### src/rtl/ncf_pkg.sv
package ncf_pkg;

   // fixed field widths
   localparam int FUNC_W     = 2;
   localparam int NODE_W     = 4;
   localparam int WEIGHT_W   = 32;
   localparam int DIST_W     = 40;
   localparam int KIND_W     = 3;
   localparam int CNT_W      = 5;
   localparam int EPS_W      = 16;
   localparam int CSR_IDX_W  = 1;
   localparam int CSR_DATA_W = 16;
   localparam int EDGE_W     = 2 * NODE_W + WEIGHT_W;
   localparam int NODE_SLOTS = 2 ** NODE_W;

   localparam int DEF_MAX_NODES = 16;
   localparam int DEF_MAX_EDGES = 256;

   localparam logic [EPS_W-1:0] EPSILON_RESET = EPS_W'(17);

   // request codes
   localparam logic [FUNC_W-1:0] FUNC_LOAD   = 2'd0;
   localparam logic [FUNC_W-1:0] FUNC_SEARCH = 2'd1;
   localparam logic [FUNC_W-1:0] FUNC_CLEAR  = 2'd2;

   // register indexes
   localparam logic [CSR_IDX_W-1:0] CSR_NODE_COUNT = 1'b0;
   localparam logic [CSR_IDX_W-1:0] CSR_EPSILON    = 1'b1;

   typedef enum logic [KIND_W-1:0] {
      KIND_STORED  = 3'd0,
      KIND_FULL    = 3'd1,
      KIND_NODE    = 3'd2,
      KIND_NONE    = 3'd3,
      KIND_CLEARED = 3'd4
   } kind_type;

   typedef enum logic [3:0] {
      ST_IDLE,
      ST_INIT,
      ST_FETCH,
      ST_DECODE,
      ST_EVAL,
      ST_WALK,
      ST_CYC_INIT,
      ST_CYCLE,
      ST_EMIT_X,
      ST_EMIT_BUF
   } state_type;

   // controller to datapath
   typedef struct packed {
      logic              edge_wr;
      logic              fetch;
      logic              dist_rd;
      logic              eval;
      logic              init;
      logic              walk_step;
      logic              cyc_start;
      logic              cyc_step;
      logic [CNT_W-1:0]  n;
      logic [NODE_W-1:0] buf_idx;
   } cmd_type;

   // datapath to controller
   typedef struct packed {
      logic              relaxed;
      logic              x_valid;
      logic              cur_valid;
      logic              next_is_x;
      logic [NODE_W-1:0] x_node;
      logic [NODE_W-1:0] buf_node;
   } sts_type;

endpackage

### src/rtl/ncf_controller.sv
module ncf_controller import ncf_pkg::*; #(
   parameter  int MAX_EDGES = DEF_MAX_EDGES,
   localparam int EA_W      = $clog2(MAX_EDGES)
) (
   input  logic                  clock,
   input  logic                  reset,
   input  logic                  start,
   output logic                  busy,
   input  logic [FUNC_W-1:0]     req_func,
   input  logic                  csr_we,
   input  logic [CSR_IDX_W-1:0]  csr_index,
   input  logic [CSR_DATA_W-1:0] csr_wdata,
   output logic [EA_W-1:0]       edge_addr,
   output cmd_type               cmd,
   input  sts_type               sts,
   output logic                  rsp_strobe,
   output logic [KIND_W-1:0]     rsp_kind,
   output logic [NODE_W-1:0]     rsp_node,
   output logic                  rsp_last
);

   localparam int TOT_W = $clog2(MAX_EDGES + 1);

   state_type         state_ff, state_in;
   logic [CNT_W-1:0]  node_count_ff;
   logic [TOT_W-1:0]  total_ff, total_in;
   logic [EA_W-1:0]   idx_ff, idx_in;
   logic [CNT_W-1:0]  n_ff, n_in, pass_ff, pass_in, step_ff, step_in, len_ff, len_in;
   logic [CNT_W-1:0]  n_clamp, lim;
   logic              detect, more_edges;
   logic              rsp_strobe_ff, rsp_strobe_in, rsp_last_ff, rsp_last_in;
   kind_type          rsp_kind_ff, rsp_kind_in;
   logic [NODE_W-1:0] rsp_node_ff, rsp_node_in;

   // node count register
   always_ff @(posedge clock) begin
      if (reset) begin
         node_count_ff <= '0;
      end else if (csr_we && csr_index == CSR_NODE_COUNT) begin
         node_count_ff <= csr_wdata[CNT_W-1:0];
      end
   end

   assign n_clamp    = (int'(node_count_ff) > DEF_MAX_NODES) ? CNT_W'(DEF_MAX_NODES)
                                                              : node_count_ff;
   assign lim        = (n_ff > CNT_W'(NODE_SLOTS)) ? CNT_W'(NODE_SLOTS) : n_ff;
   assign detect     = pass_ff == n_ff - CNT_W'(1);
   assign more_edges = (TOT_W'(idx_ff) + TOT_W'(1)) < total_ff;

   // next state, commands and result word
   always_comb begin
      state_in      = state_ff;
      total_in      = total_ff;
      idx_in        = idx_ff;
      n_in          = n_ff;
      pass_in       = pass_ff;
      step_in       = step_ff;
      len_in        = len_ff;
      edge_addr     = idx_ff;
      cmd           = '0;
      cmd.n         = n_ff;
      rsp_strobe_in = 1'b0;
      rsp_kind_in   = KIND_NONE;
      rsp_node_in   = '0;
      rsp_last_in   = 1'b1;

      unique case (state_ff)
         ST_IDLE: begin
            if (start) begin
               unique case (req_func)
                  FUNC_LOAD: begin
                     rsp_strobe_in = 1'b1;
                     if (total_ff == TOT_W'(MAX_EDGES)) begin
                        rsp_kind_in = KIND_FULL;
                     end else begin
                        cmd.edge_wr = 1'b1;
                        edge_addr   = total_ff[EA_W-1:0];
                        total_in    = total_ff + TOT_W'(1);
                        rsp_kind_in = KIND_STORED;
                     end
                  end
                  FUNC_SEARCH: begin
                     n_in = n_clamp;
                     if (n_clamp == '0) begin
                        rsp_strobe_in = 1'b1;
                     end else begin
                        state_in = ST_INIT;
                     end
                  end
                  FUNC_CLEAR: begin
                     total_in      = '0;
                     rsp_strobe_in = 1'b1;
                     rsp_kind_in   = KIND_CLEARED;
                  end
                  default: ;
               endcase
            end
         end
         ST_INIT: begin
            cmd.init = 1'b1;
            pass_in  = '0;
            idx_in   = '0;
            if (total_ff == '0) begin
               rsp_strobe_in = 1'b1;
               state_in      = ST_IDLE;
            end else begin
               state_in = ST_FETCH;
            end
         end
         ST_FETCH: begin
            cmd.fetch = 1'b1;
            state_in  = ST_DECODE;
         end
         ST_DECODE: begin
            cmd.dist_rd = 1'b1;
            state_in    = ST_EVAL;
         end
         ST_EVAL: begin
            cmd.eval = 1'b1;
            if (detect && sts.relaxed) begin
               step_in  = '0;
               state_in = ST_WALK;
            end else if (more_edges) begin
               idx_in   = idx_ff + EA_W'(1);
               state_in = ST_FETCH;
            end else if (detect) begin
               rsp_strobe_in = 1'b1;
               state_in      = ST_IDLE;
            end else begin
               pass_in  = pass_ff + CNT_W'(1);
               idx_in   = '0;
               state_in = ST_FETCH;
            end
         end
         // step back node count times to land on the cycle
         ST_WALK: begin
            if (!sts.x_valid) begin
               rsp_strobe_in = 1'b1;
               state_in      = ST_IDLE;
            end else begin
               cmd.walk_step = 1'b1;
               step_in       = step_ff + CNT_W'(1);
               if (step_ff + CNT_W'(1) == n_ff) begin
                  state_in = ST_CYC_INIT;
               end
            end
         end
         ST_CYC_INIT: begin
            cmd.cyc_start = 1'b1;
            len_in        = '0;
            state_in      = ST_CYCLE;
         end
         // collect the cycle, newest predecessor last
         ST_CYCLE: begin
            if (len_ff >= lim || !sts.cur_valid) begin
               rsp_strobe_in = 1'b1;
               state_in      = ST_IDLE;
            end else begin
               cmd.cyc_step = 1'b1;
               cmd.buf_idx  = len_ff[NODE_W-1:0];
               len_in       = len_ff + CNT_W'(1);
               if (sts.next_is_x) begin
                  state_in = ST_EMIT_X;
               end
            end
         end
         ST_EMIT_X: begin
            rsp_strobe_in = 1'b1;
            rsp_kind_in   = KIND_NODE;
            rsp_node_in   = sts.x_node;
            rsp_last_in   = 1'b0;
            state_in      = ST_EMIT_BUF;
         end
         // play the buffer back in trading order
         ST_EMIT_BUF: begin
            cmd.buf_idx   = NODE_W'(len_ff - CNT_W'(1));
            rsp_strobe_in = 1'b1;
            rsp_kind_in   = KIND_NODE;
            rsp_node_in   = sts.buf_node;
            rsp_last_in   = len_ff == CNT_W'(1);
            len_in        = len_ff - CNT_W'(1);
            if (len_ff == CNT_W'(1)) begin
               state_in = ST_IDLE;
            end
         end
         default: state_in = ST_IDLE;
      endcase
   end

   always_ff @(posedge clock) begin
      if (reset) begin
         state_ff      <= ST_IDLE;
         total_ff      <= '0;
         rsp_strobe_ff <= 1'b0;
      end else begin
         state_ff      <= state_in;
         total_ff      <= total_in;
         rsp_strobe_ff <= rsp_strobe_in;
      end
   end

   always_ff @(posedge clock) begin
      idx_ff      <= idx_in;
      n_ff        <= n_in;
      pass_ff     <= pass_in;
      step_ff     <= step_in;
      len_ff      <= len_in;
      rsp_kind_ff <= rsp_kind_in;
      rsp_node_ff <= rsp_node_in;
      rsp_last_ff <= rsp_last_in;
   end

   assign busy       = state_ff != ST_IDLE;
   assign rsp_strobe = rsp_strobe_ff;
   assign rsp_kind   = rsp_kind_ff;
   assign rsp_node   = rsp_node_ff;
   assign rsp_last   = rsp_last_ff;

endmodule

### config.mk
export PLATFORM = sky130hd
export DESIGN_NAME = ncf_controller
export DESIGN_NICKNAME = d
export VERILOG_FILES = /design/src/rtl/ncf_pkg.sv /design/src/rtl/ncf_controller.sv
export SDC_FILE = /design/constraint.sdc
export NUM_CORES = 1
export LEC_CHECK = 0
export ABC_AREA = 1
export ABC_CLOCK_PERIOD_IN_PS = 6730
export BUFFER_PORTS_ARGS = -buffer_cell sky130_fd_sc_hd__buf_2
export CAP_MARGIN = 20
export CORE_MARGIN = 2
export CORE_UTILIZATION = 58
export CTS_CLUSTER_DIAMETER = 50
export DETAILED_ROUTE_END_ITERATION = 10
export PLACE_DENSITY = 0.83
export SYNTH_ARGS = -nofsm -noshare
export SYNTH_HDL_FRONTEND = slang
export SYNTH_SLANG_ARGS = --single-unit
### constraint.sdc
create_clock -name clock -period 6.73 [get_ports clock]
set_input_delay 1.346 -clock clock [delete_from_list [all_inputs] [get_ports clock]]
set_output_delay 1.346 -clock clock [all_outputs]
set_load 0.01 [all_outputs]
After elaboration in Yosys (flattened, before gate mapping):

Cells that the tools add are included.

* bits of input ports: 35
* output and inout port bits: 35
* bits in registers: 55
* logic and storage cells: 141

* equal/unequal tests: 29
* order comparisons: 4
* multiplexer cells: 65
* reduce and logical (&&, ||, !) cells: 22
* bitwise operators: 1
* $add $sub $neg: 8

Operator list (count)
* two-way mux 8 bit: 7
* two-way mux 5 bit: 8
* one-hot mux 4 bit (10 select lines): 1
* two-way mux 4 bit: 9
* two-way mux 1 bit: 22
* inequality test 2 bit, second input constant: 10
* one-hot mux 5 bit (2 select lines): 2
* one-hot mux 9 bit (2 select lines): 1
* equality test 4 x 3 -> 1 bit, second input constant: 4
* one-hot mux 4 bit (2 select lines): 2
* one-hot mux 8 bit (2 select lines): 1
* adder 5 x 1 -> 5 bit, second input constant: 3
* one-hot mux 5 bit (3 select lines): 1
* one-hot mux 3 bit (2 select lines): 2
* equality test 5 bit: 2
* > comparator 5 bit, second input constant: 2
* subtractor 5 x 1 -> 5 bit, second input constant: 2
* adder 8 x 1 -> 9 bit, second input constant: 1
* adder 9 x 1 -> 9 bit, second input constant: 1
* equality test 9 bit, second input constant: 1
* logical NOT 9 bit: 1
* < comparator 9 bit: 1
* two-way mux 9 bit: 1
* inequality test 3 bit, second input constant: 3
* other kinds (28): 41

Longest topological paths before layout:

Gate-level depths: netlist (run 1).

* word-level depth: 7
* gate-level depth with buffers: 18
* mapped depth without buffers: 18

Worst setup path after synthesis (run 1):

Ideal clock, no wire load.

* path kind: input port to output port
* start: input start
* end: output edge_addr[3]
* buffers on the path: 1
* data arrival time: 2127 ps
* slack: 3257 ps
* data required time: 5384 ps
* stages: 7
* cell sequence: nand3_4 nor2_8 nand2_4 nor2_8 buf_6 nand2_1 o21ai_1

* longest elaborated chain between the ends: 2

RTL lines
* start, declared: RTL line ncf_controller.sv:7 `input logic start,`
* two-way mux 8 bit: RTL line ncf_controller.sv:69 `if (start) begin`
* two-way mux 8 bit: RTL line ncf_controller.sv:67 `unique case (state_ff)`
* end, declared: RTL line ncf_controller.sv:13 `output logic [EA_W-1:0] edge_addr,`

No other way between the ends.

==> reports/qor.txt, run 1 <==
RSZ-0062 raised after global routing - no
All-Layer GR Usage - 0.2434
Final GP Congestion - 0.9246
vias in the first global route - 3242
TritonCTS clock tree - yes
clock buffer depth - 2
fmax - 0.2491 GHz
worst r2r src - idx_ff[2]$_SDFFCE_PN0P_
peak per-stage delay on the critical path - 0.52 ns
layout cells sized above 1 - 0.1847
most common cell in the netlist - nand2_1
WHS Endpoint - node_count_ff[1]$_SDFFE_PP0P_
Max Cap Viol - 0
Syn Std Cell Area - 3742 um2
post-synth cell types - 43
clock skew - 0.01126 ns
top cell type's share of synthesized area - 0.2247
Worst-path clk slew - 0.10 ns
final setup fails - 0
asr flop ratio synth - 0
fin area - 4218 um2
n_diodes - 0
Yosys top cell by area - edfxtp_1
Ports - 70
Cell Pwr Density - 178.0 nW/um2
dpl ws - 3.000 ns
count of state elements after synthesis - 55
Die Width - 84.33 um
Clock Latency Late Sink - 0.31 ns
status - finished, final reports clean
crit-path cells - inv_2, ha_1, nand2_1, nand2_1, nand2_1, ha_1, nand2_1, inv_1, o21ai_0, nand3_1, nor2_1, nand3_2, o21ai_0, buf_2
CORE AREA - 6277 um2
Final Cycle Share - 0.5965
Avg WL per Cell - 12.70 um
Worst path slowest cell - edfxtp_1
H-tree depth - 2
TNS Setup - 0 ns
DIE HEIGHT - 84.33 um
hold slack - 0.4931 ns
Via density - 5.238
WHS Path Cells - 2
Main synth FF type - edfxtp_1
fin nets - 630
Port Buffer Count - 58
Register-to-Register Path Depth - 15
Leak - 2.077 nW
crit path max fanout - 6
total chip power - 750.9 uW
Arr. time, crit path - 2.67 ns
worst slew pin tran - 0.7072 ns
vias - 3410
fin. max-slew vios - 0
Avg Cell Area, Syn - 7.338 um2
Layout area overhead - 12.70%
Synth top cells by count - nand2_1 (124), inv_1 (74), nor2_1 (68)
Peak VDD IR - 0.1059 mV
Final min period - 4.014 ns
hpwl dp - 6732 um
Post-synth EDFFs - 28
Root Buffer - clkbuf_8
Final Hold Vio Count - 0
Clock Sinks - 55
Critical R2R Capture - idx_ff[6]$_SDFFCE_PN0P_
crit path from - n_ff[0]$_DFFE_PP_
Placed Cells - 643
largest net degree at the start of global routing - 18
ANT nets after route - 0
synthesis warning total - 0
WL final - 8266 um
total CTS buffers - 5
CP Launch Type - flop
first-pass GRT wire length - 14190 um
final non-filler cell total - 651
critical path type - flop to primary output
Post-Syn Nets - 567
Critical Path RT - 5.38 ns
Core Util, Final - 0.6719
drt drc - 0
GRT Residual Overflow - 0
area post-placement - 4115 um2
sequential-to-total area share from yosys stat - 0.3691
hold_buf cts - 0
starting density of the core - 0.5962
postcts setup bufs - 0
slack of the worst reg-to-reg path - 3.49 ns
1st-iter DRT viols - 221
largest cells by area after synthesis - edfxtp_1 (22%), dfxtp_1 (14%), nand2_1 (12%), inv_1 (7.4%), ha_1 (7.4%)
post_cts resized - 0
max_slew headroom - 0.5249
die area - 7111 um2
drt pass-1 iters - 4
Worst Hold Class - flop to flop
Most common cell on crit path - nand2_1
synthesized instance count - 510
initial antenna violation count - 0
Rows - 29
min-delay src - node_count_ff[1]$_SDFFE_PP0P_
fin worst setup slack - 2.716 ns
Critical Path Sink Type - primary output
worst max path at each step:
| stage | to | cells past startpoint |
|---|---|---|
| after floorplan | edge_addr[3] | 7 |
| after global placement | edge_addr[7] | 8 |
| after detailed placement | edge_addr[3] | 8 |
| after CTS | cmd[2] | 14 |
| after global routing | cmd[0] | 14 |
| final | cmd[2] | 14 |
metal layers:
metal / GRT usage / up-vias / part of all wire
met5: 0 / - / 0
met1: 0.3457 / 1537 / 0.48
met3: 0.03933 / 10 / 0.043
li1: - / 1788 / -
met2: 0.3853 / 75 / 0.46
met4: 0.07185 / 0 / 0.014
critical path: cells and delay by family, from the launching register on:
kind | cells | cell delay (ns)
buf+inv | 3 | 0.31
compound gates | 2 | 0.33
simple gates | 7 | 0.80
flops | 1 | 0.52
fa+ha+maj | 2 | 0.39
where the power goes:
part,switching [mW],internal (mW),leakage [nW]
clock network,0.106,0.0942,0.0538
registers,0.0159,0.371,0.483
logic,0.104,0.0597,1.54
flip-flops by register name, indices dropped and copies added (netlist names), 3 cells and up:
| name | count |
|---|---|
| node_count_ff | 5 |
| pass_ff | 5 |
| len_ff | 5 |
| total_ff | 9 |
| rsp_kind | 3 |
| state_ff | 4 |
| step_ff | 5 |
| n_ff | 5 |
| idx_ff | 8 |
| rsp_node | 4 |
cell families (layout without fill, tap and decap cells):
group                    Yosys count  in the layout  synth area share
adder cells (fa/ha/maj)           22             22           0.07355
AO/OA/AOI/OAI                     72             72            0.1103
buffers and inverters             87            151           0.08994
flip-flops                        55             55            0.3691
XOR/XNOR                           6              6           0.01404
AND/OR/NAND/NOR                  268            268            0.3430
final cells by class:
type | instances | area [um2]
Fill cell | 537 | 2059
Multi-Input combinational cell | 368 | 2024
Sequential cell | 55 | 1381
Inverter | 84 | 317.8
Timing Repair Buffer | 59 | 295.3
Tap cell | 77 | 96.34
Clock buffer | 6 | 93.84
Clock inverter | 2 | 8.758
cells in the final DEF (no fill, tap or decap), types with 2 or more instances in the layout:
master    synthesis  layout
nor2_8            2       2
nor3_2            2       2
nand2_4           2       2
ha_1             22      22
a21boi_0          2       2
o22ai_1           2       2
nor2_1           68      68
o21a_1            2       2
edfxtp_1         28      28
nand3_1          22      22
nand2_2           6       6
clkbuf_8          0       5
o21ai_0          22      22
a22o_1            4       4
nor3_1           12      12
nand3_4           3       3
xor2_1            5       5
o21ai_1           7       7
nand2_1         124     124
a31oi_1           3       3
nor2_4            2       2
nand4_1          11      11
dfxtp_1          27      27
a21oi_1          24      24
buf_2             0      59
inv_2             9       9
inv_1            74      74
nor2_2            7       7
No activity file was read; power rests on OpenSTA's default activity.
==> run 2, diff against run 1 <==
--- a/config.mk
+++ b/config.mk
@@ -6,14 +6,14 @@
 export NUM_CORES = 1
 export LEC_CHECK = 0
 export ABC_AREA = 1
-export ABC_CLOCK_PERIOD_IN_PS = 6730
+export ABC_CLOCK_PERIOD_IN_PS = 3600
 export BUFFER_PORTS_ARGS = -buffer_cell sky130_fd_sc_hd__buf_2
 export CAP_MARGIN = 20
 export CORE_MARGIN = 2
-export CORE_UTILIZATION = 58
+export CORE_UTILIZATION = 51
 export CTS_CLUSTER_DIAMETER = 50
 export DETAILED_ROUTE_END_ITERATION = 10
-export PLACE_DENSITY = 0.83
+export PLACE_DENSITY = 0.77
 export SYNTH_ARGS = -nofsm -noshare
 export SYNTH_HDL_FRONTEND = slang
 export SYNTH_SLANG_ARGS = --single-unit
==> constraint.sdc (replaced) <==
create_clock -name clock -period 3.6 [get_ports clock]
set_input_delay 0.72 -clock clock [delete_from_list [all_inputs] [get_ports clock]]
set_output_delay 0.72 -clock clock [all_outputs]
set_load 0.01 [all_outputs]
==> reports/qor.txt, run 2 (synthesis results as in run 1) <==
largest net degree at the start of global routing - 18 (unchanged)
Critical Path RT - 2.88 ns (was 5.38 ns)
Clock Sinks - 55 (unchanged)
TritonCTS clock tree - yes (unchanged)
final non-filler cell total - 674 (was 651)
CP Launch Type - flop (unchanged)
initial antenna violation count - 0 (unchanged)
fin. max-slew vios - 0 (unchanged)
Clock Latency Late Sink - 0.31 ns (about the same)
hpwl dp - 6942 um (was 6732 um)
max_slew headroom - 0.5360 (was 0.5249)
DIE HEIGHT - 89.66 um (was 84.33 um)
first-pass GRT wire length - 13430 um (was 14190 um)
Final min period - 3.335 ns
drt drc - 0 (unchanged)
drt pass-1 iters - 6 (was 4)
GRT Residual Overflow - 0 (unchanged)
fin nets - 631 (was 630)
WHS Endpoint - total_ff[7]$_SDFFE_PP0P_ (was node_count_ff[1]$_SDFFE_PP0P_)
RSZ-0062 raised after global routing - no (unchanged)
final-layout fill cell count - 666 (was 537)
WHS Path Cells - 2 (unchanged)
Via density - 5.175 (was 5.238)
clock skew - 0.003105 ns (was 0.01126 ns)
Critical Path Sink Type - primary output (unchanged)
Register-to-Register Path Depth - 15 (unchanged)
worst slew pin tran - 0.6907 ns (was 0.7072 ns)
Final Hold Vio Count - 0 (unchanged)
min-delay src - total_ff[7]$_SDFFE_PP0P_ (was node_count_ff[1]$_SDFFE_PP0P_)
vias in the first global route - 3048 (was 3242)
WL final - 8547 um (was 8266 um)
crit path max fanout - 6 (unchanged)
Final Cycle Share - 0.9264
hold_buf cts - 0 (unchanged)
Root Buffer - clkbuf_8 (unchanged)
Ports - 70 (unchanged)
n_diodes - 0 (unchanged)
Final GP Congestion - 0.9057 (was 0.9246)
Critical R2R Capture - pass_ff[3]$_SDFFCE_PN0P_ (was idx_ff[6]$_SDFFCE_PN0P_)
Leak - 2.076 nW (was 2.077 nW)
Worst Hold Class - flop to flop (unchanged)
max reg flops - 9 (unchanged)
Layout area overhead - 13.27% (was 12.70%)
Avg WL per Cell - 12.68 um (was 12.70 um)
starting density of the core - 0.5215 (was 0.5962)
Worst-path clk slew - 0.10 ns (about the same)
Rows - 31 (was 29)
Die Width - 89.66 um (was 84.33 um)
Arr. time, crit path - 2.61 ns (was 2.67 ns)
slack of the worst reg-to-reg path - 0.42 ns (was 3.49 ns)
total chip power - 1.370 mW (was 750.9 uW)
final setup fails - 0 (unchanged)
Max Cap Viol - 0 (unchanged)
commonest non-fill, non-tap cell in the layout - nand2_1 (unchanged)
Peak VDD IR - 0.2054 mV (was 0.1059 mV)
Placed Cells - 665 (was 643)
Cell Pwr Density - 323.1 nW/um2 (was 178.0 nW/um2)
H-tree depth - 2 (unchanged)
CORE AREA - 7176 um2 (was 6277 um2)
total CTS buffers - 5 (unchanged)
clock buffer depth - 2 (unchanged)
top flop regs - total_ff: 9 flops, idx_ff: 8 flops (unchanged)
TNS Setup - 0 ns (unchanged)
hold slack - 0.5122 ns (was 0.4931 ns)
most frequent cells in the layout - nand2_1 (124), inv_1 (74), nor2_1 (67), buf_2 (58), edfxtp_1 (28) (was nand2_1 (124), inv_1 (74), nor2_1 (68), buf_2 (59), edfxtp_1 (28))
critical path type - flop to primary output (unchanged)
Biggest register - total_ff (unchanged)
fmax - 0.2999 GHz
status - finished, final reports clean (unchanged)
ANT nets after route - 0 (unchanged)
vias - 3488 (was 3410)
Port Buffer Count - 58 (unchanged)
layout cells sized above 1 - 0.1896 (was 0.1847)
worst r2r src - idx_ff[2]$_SDFFCE_PN0P_ (unchanged)
die area - 8039 um2 (was 7111 um2)
1st-iter DRT viols - 213 (was 221)
All-Layer GR Usage - 0.2134 (was 0.2434)
[run 2: per-stage QoR]
| step | setup WS (ns) | utilization | instance area (um2) |
|---|---|---|---|
| 5_1_grt | 0.01619 | 0.5908 | 4239 |
| 3_5_place_dp | 0.4374 | 0.5777 | 4145 |
| 4_1_cts | 0.2136 | 0.5894 | 4229 |
| 6_report | 0.2651 | 0.5908 | 4239 |
| 2_1_floorplan | 0.6412 | - | 3742 |
| 3_3_place_gp | 0.5358 | 0.5777 | 4145 |
[run 2: power by group]
group	leakage (nW)	total, mW	internal [mW]	switching [mW]
combinational	1.55	0.308	0.113	0.195
sequential	0.483	0.725	0.694	0.0310
clock	0.0477	0.337	0.134	0.203
[run 2: worst max path at each step]
stage | to | from | cells past startpoint | slack (ns)
finish | cmd[0] | n_ff[1]$_DFFE_PP_ | 14 | 0.27
global route | cmd[0] | n_ff[1]$_DFFE_PP_ | 14 | 0.02
CTS | cmd[0] | n_ff[0]$_DFFE_PP_ | 14 | 0.21
detailed placement | pass_ff[2]$_SDFFCE_PN0P_ | idx_ff[2]$_SDFFCE_PN0P_ | 15 | 0.44
global placement | pass_ff[3]$_SDFFCE_PN0P_ | idx_ff[2]$_SDFFCE_PN0P_ | 15 | 0.54
floorplan | idx_ff[0]$_SDFFCE_PN0P_ | idx_ff[2]$_SDFFCE_PN0P_ | 14 | 0.64
[run 2: timing repair]
action                                  in CTS  in global routing
endpoints found under the hold margin        0                  0
endpoints found under the setup margin       0                  3
resized for setup                            0                  1
buffers inserted                             0                  1
[run 2: final cells by class]
type / count / area, um2 / area share
clock buffer: 5 / 68.82 / 0.01623
clock inverter: 3 / 15.01 / 0.003542
inverter: 84 / 317.8 / 0.07497
multi-input combinational: 368 / 2027 / 0.4782
sequential: 55 / 1381 / 0.3259
tap: 99 / 123.9 / 0.02922
timing repair buffer: 60 / 305.3 / 0.07202
[run 2: routing by layer]
layer,GRT usage,routed length [um],share of wire,vias up
met5,0,0,0,-
met4,0.04478,74,0.0087,0
met3,0.03016,355,0.042,7
met2,0.3536,4138,0.48,86
met1,0.2983,3979,0.47,1605
li1,-,-,-,1790
[run 2: critical path, cell delays in order (launching register included)]
cell,delay (ns)
edfxtp_1,0.45
inv_1,0.15
ha_1,0.23
nand2_1,0.07
nand2_1,0.11
nand2_1,0.08
ha_1,0.18
nand2_1,0.05
inv_1,0.04
o21ai_0,0.18
nand3_1,0.12
nor2_2,0.15
nand3_2,0.15
o21ai_0,0.19
buf_2,0.16
